--- config.mk ---
export PLATFORM = sky130hd
export DESIGN_NAME = pcps_mul
export DESIGN_NICKNAME = d
export VERILOG_FILES = /design/src/hw/rtl/pcps_mul.sv
export SDC_FILE = /design/constraint.sdc
export NUM_CORES = 2
export LEC_CHECK = 0
export ABC_AREA = 1
export ABC_CLOCK_PERIOD_IN_PS = 19700
export BUFFER_PORTS_ARGS = -buffer_cell sky130_fd_sc_hd__buf_2
export CAP_MARGIN = 40
export CELL_PAD_IN_SITES_DETAIL_PLACEMENT = 1
export CELL_PAD_IN_SITES_GLOBAL_PLACEMENT = 1
export CORE_MARGIN = 4
export CORE_UTILIZATION = 45
export CTS_BUF_LIST = sky130_fd_sc_hd__clkbuf_16
export DETAILED_ROUTE_END_ITERATION = 10
export PLACE_DENSITY = 0.86
export SETUP_SLACK_MARGIN = 0.1
export SYNTH_ARGS = -nofsm -noshare
export SYNTH_HDL_FRONTEND = slang
export SYNTH_SLANG_ARGS = --single-unit
--- constraint.sdc ---
create_clock -name clk -period 19.7 [get_ports clk]
set_clock_uncertainty 0.2 [all_clocks]
set_input_delay 0.985 -clock clk [delete_from_list [all_inputs] [get_ports clk]]
set_output_delay 0.985 -clock clk [all_outputs]
set_load 0.005 [all_outputs]
--- src/hw/rtl/pcps_mul.sv ---
// ----------------------------------------------------------------------------
// pcps_mul
// Shared signed 32x32 multiplier, two register stages: raw product, then the
// product rounded half up to Q32.16.
// ----------------------------------------------------------------------------
module pcps_mul (
  input  logic               clk,
  input  logic signed [31:0] op_a,
  input  logic signed [31:0] op_b,
  output logic signed [63:0] prod_r,
  output logic signed [47:0] qprod_r
);

  logic signed [63:0] prod_nxt;
  logic signed [63:0] rnd;

  assign prod_nxt = op_a * op_b;
  assign rnd      = prod_r + 64'sd32768;

  always_ff @(posedge clk) begin
    prod_r  <= prod_nxt;
    qprod_r <= rnd[63:16];
  end

endmodule

After elaboration in Yosys (flattened, before gate mapping):

Cells that the tools add are included.

* input port bits: 65
* bits in registers: 112
* logic and storage cells: 4

* $add $sub $neg: 1
* multiply operators: 1

Operators by type and width (number)
* $add 64x17->64 const B: 1
* $mul 32x32->64: 1

Logic depth before layout (Yosys ltp):

* word-level depth: 1
* mapped depth: 32
* mapped depth without buffers: 31

Least setup slack after synthesis:

No wires, ideal clock.

* kind: input-to-reg
* start point: input port op_a[31]
* end point: register prod_r[62]
* path slack: 11.786 ns
* data required time: 19.388 ns
* cell stages on the path: 25
* path buffers: 1
* setup time: 0.112 ns
* arrival time: 7.602 ns
* cell sequence: clkbuf_1 > nand2_1 > inv_1 > fa_1 > inv_1 > fa_1 > inv_1 > fa_1 > fa_1 > inv_1 > fa_1 > inv_1 > fa_1 > inv_1 > fa_1 > inv_1 > fa_1 > ha_1 > nand2_1 > nor2_1 > nand2_1 > nor4_1 > nand2_1 > nand3_1 > nand2_1

* word-level cells in the longest chain between the ends: 1

RTL lines
* start, declared: line 8 `input logic signed [31:0] op_a,`
* $mul 32x32->64: line 17 `assign prod_nxt = op_a * op_b;`
* net prod_nxt[62]: line 14 `logic signed [63:0] prod_nxt;`
* end signal, assigned: line 21 `prod_r <= prod_nxt;`
* end, declared: line 10 `output logic signed [63:0] prod_r,`

The timed path passes the listed nets, and every way through them passes these cells.

Worst setup path in the final report:

* start point: input port op_b[5]
* end point: register prod_r[63]

* word-level cells in the longest chain between the ends: 1

RTL lines
* start, declared: line 9 `input logic signed [31:0] op_b,`
* $mul 32x32->64: line 17
* net prod_nxt[63]: line 14

The timed path passes the listed nets, and every way through them passes these cells.

==> metrics.md <==
| Metric | Value |
|---|---|
| Proportion of synthesized area in mux cells | 0 |
| Largest net degree at the start of global routing | 33 |
| Initial antenna violation count | 8 |
| Post-Synth XOR/XNOR Area | 0.0180 |
| Main synth FF type | dfxtp_1 |
| Post-Syn Area | 0.0423 mm² |
| Clock latency at the later pin of the worst-skew pair | 0.37 ns |
| Syn Nets | 6736 |
| P&R area growth vs syn | 5.85% |
| Outcome | complete, no violations |
| Layout Nets | 6748 |
| Critical Path Fanout Max | 32 |
| Fin crit period | 9.16 ns |
| CP max stage delay | 0.98 ns |
| Die Y | 315 µm |
| Ports | 177 |
| CTS clock-pin slew for the worst setup and hold paths | 0.09 ns |
| Reg-to-Reg Start | prod_r[16]$_DFF_P_ |
| Hold buffer count at cts | 0 |
| Hold endpoint | qprod_r[47]$_DFF_P_ |
| Layer carrying the most global-route usage | met2 |
| CTS tree | built |
| Final setup vio count | 0 |
| First-pass GRT wire length | 235000 µm |
| Hold WS | 0.295 ns |
| Met3 Use GR | 0.0432 |
| Most used cell, CP | fa_1 |
| FF-to-FF path depth | 7 |
| Vias in the first global route | 42200 |
| Sequential cell area fraction in the yosys report | 0.0529 |
| Compound-Gate Fraction of Synth Area | 0.0122 |
| Port bufs | 176 |
| Worst hold path type | flop to flop |
| Wire length per cell | 22.4 µm |
| Kind of critical path | input pin to flop |
| Core area | 0.0933 mm² |
| Die W | 315 µm |
| Postcts setup bufs | 0 |
| Synthesized area per cell | 7.84 µm² |
| Crit-path slowest cell | fa_1 |
| DR iter-0 viols | 2252 |
| Antenna viol nets, final | 0 |
| Type of origin of the critical path | input pin |
| Final wirelength | 150000 µm |
| Post-cts resize count | 0 |
| CTS Buffer Depth | 2 |
| Avg Vias per Cell | 5.28 |
| Fin Setup TNS | 0 ns |
| H-tree depth reported by CTS | 3 |
| Met2 Track Usage GR | 0.571 |
| Reg2Reg Setup Slack | 17.20 ns |
| Synth Instances | 5404 |
| Netlist cell types | 30 |
| Main combinational cell family by area after synthesis | adder cells |
| RSZ-0062 raised after global routing | false |
| Hold_sp | prod_r[63]$_DFF_P_ |
| M1 GR Usage | 0.342 |
| Synth area leader | fa_1 |
| Sink Count | 112 |
| Fraction of registers with async set or reset after synthesis | 0 |
| Adder-cell share of the synthesized area | 0.566 |
| CTS root buf | clkbuf_16 |
| Max-slew violation count | 0 |
| Fin. Hold Viols | 0 |
| Slew margin rel. | 0.320 |
| Register bit total from synthesis | 112 |
| GP Congestion | 0.947 |
| Worst EP arrival | 9.24 ns |
| Initial Util | 0.454 |
| Worst hold stages | 2 |
| Slew @ Worst Pin | 1.02 ns |
| Post-synth EDFFs | 0 |
| Simple-Gate Fraction of Synth Area | 0.178 |
| Area contributors post-synth | fa_1, inv_1, nand2_1, ha_1, dfxtp_1 |
| Pre-antenna DRT Iters | 5 |
| Layout cells sized above 1 | 0.0446 |
| Yosys warning count | 0 |
| Post-synth top area share | 0.512 |
| Max Cap Viol | 0 |
| Vias | 35300 |
| # rows | 112 |
| Util after Layout | 0.480 |
| Fmax | 109 MHz |
| Drt drc | 0 |
| Cts bufs inserted | 9 |
| Final Cycle Share | 0.465 |
| Die area | 0.0991 mm² |
| Crit path capture type | flop |
| GRT Overall Usage | 0.310 |
| R2R Path End | qprod_r[31]$_DFF_P_ |
| Critical Path RT | 19.78 ns |
| DP HPWL | 126000 µm |
| Remaining Overflow, GRT | 0 |
==> worst max-delay path: cells and delay by family <==
kind | cells | cell delay [ns]
AO/OA/AOI/OAI | 1 | 0.05
AND/OR/NAND/NOR | 9 | 1.42
adder cells (fa/ha/maj) | 9 | 4.91
buffers and inverters | 8 | 1.84
==> cells in the mapped netlist (3+ instances only) <==
cell type and count:
nor3_1 23, xor2_1 67, nor2_4 4, nand3_1 87
xnor2_1 20, clkbuf_1 192, o21ai_0 20, nand2_1 1550
dfxtp_1 112, nand4_1 31, nor2_1 172, fa_1 1082
nor4_1 21, buf_4 15, o21bai_1 11, inv_1 1726
a21oi_1 61, ha_1 185, nand2_2 3, or2_2 7
==> area by class of cell <==
| type | instances | area [µm²] |
|---|---|---|
| Antenna cell | 6 | 15.0 |
| Clock buffer | 9 | 225 |
| Clock inverter | 7 | 83.8 |
| Fill cell | 11700 | 48500 |
| Inverter | 1727 | 6480 |
| Multi-Input combinational cell | 3358 | 32800 |
| Sequential cell | 112 | 2240 |
| Tap cell | 1254 | 1570 |
| Timing Repair Buffer | 208 | 1420 |
==> cells in the final DEF (no fill, tap or decap) <==
cell type	n
xor2_1	67
nand4_1	31
nor2_1	172
nand2b_1	1
buf_4	13
fa_1	1082
clkbuf_16	9
or2_2	7
o21bai_1	11
nand2_4	1
buf_12	9
ha_1	185
clkdlybuf4s15_2	1
inv_6	1
nand2_1	1550
xnor2_1	20
o21a_1	2
o21ai_0	20
diode_2	6
nor2_4	4
inv_2	1
nand3_2	1
buf_2	176
dfxtp_1	112
inv_1	1726
nand3_4	1
and3_1	2
nor3_1	23
a21oi_1	61
clkinvlp_4	2
inv_8	1
nor4_1	21
buf_16	9
nand2_2	3
nand3_1	87
and2_1	2
nand3b_1	2
clkinv_8	3
a21o_1	2
==> metrics by stage <==
| stage | instances | area (µm²) | worst slack, ns |
|---|---|---|---|
| after detailed placement | 6658 | 44500 | 10.16 |
| final | 6681 | 44800 | 10.54 |
| after CTS | 6674 | 44800 | 10.55 |
| after floorplan | 5404 | 42300 | 11.79 |
| after global routing | 6679 | 44800 | 10.07 |
| after global placement | 6640 | 44100 | 10.58 |
==> state kept, by name, indices dropped and copies added, names as in the netlist <==
name     cells
prod_r      64
qprod_r     48
==> logic make-up after synthesis <==
logic type,after synthesis
AND/OR/NAND/NOR,1908
adder cells (fa/ha/maj),1267
buffers and inverters,1934
XOR/XNOR,87
flip-flops,112
AO/OA/AOI/OAI,96
==> per-layer routing <==
layer  vias to the layer above  routed length [µm]
li1                      14900                   -
met1                     18200               52400
met2                      1568               78300
met3                       636                9340
met4                         4                9810
met5                         -                  23
==> worst max path at each step <==
stage	from	to	slack, ns
6_report	op_b[5]	prod_r[63]$_DFF_P_	10.54
5_1_grt	op_b[5]	prod_r[63]$_DFF_P_	10.07
4_1_cts	op_a[31]	prod_r[63]$_DFF_P_	10.55
3_5_place_dp	op_a[31]	prod_r[63]$_DFF_P_	10.16
3_3_place_gp	op_b[5]	prod_r[63]$_DFF_P_	10.58
2_1_floorplan	op_a[31]	prod_r[62]$_DFF_P_	11.79
Power is not shown: default switching activity piles up to over one toggle a cycle in this logic, so the estimate is an artifact.
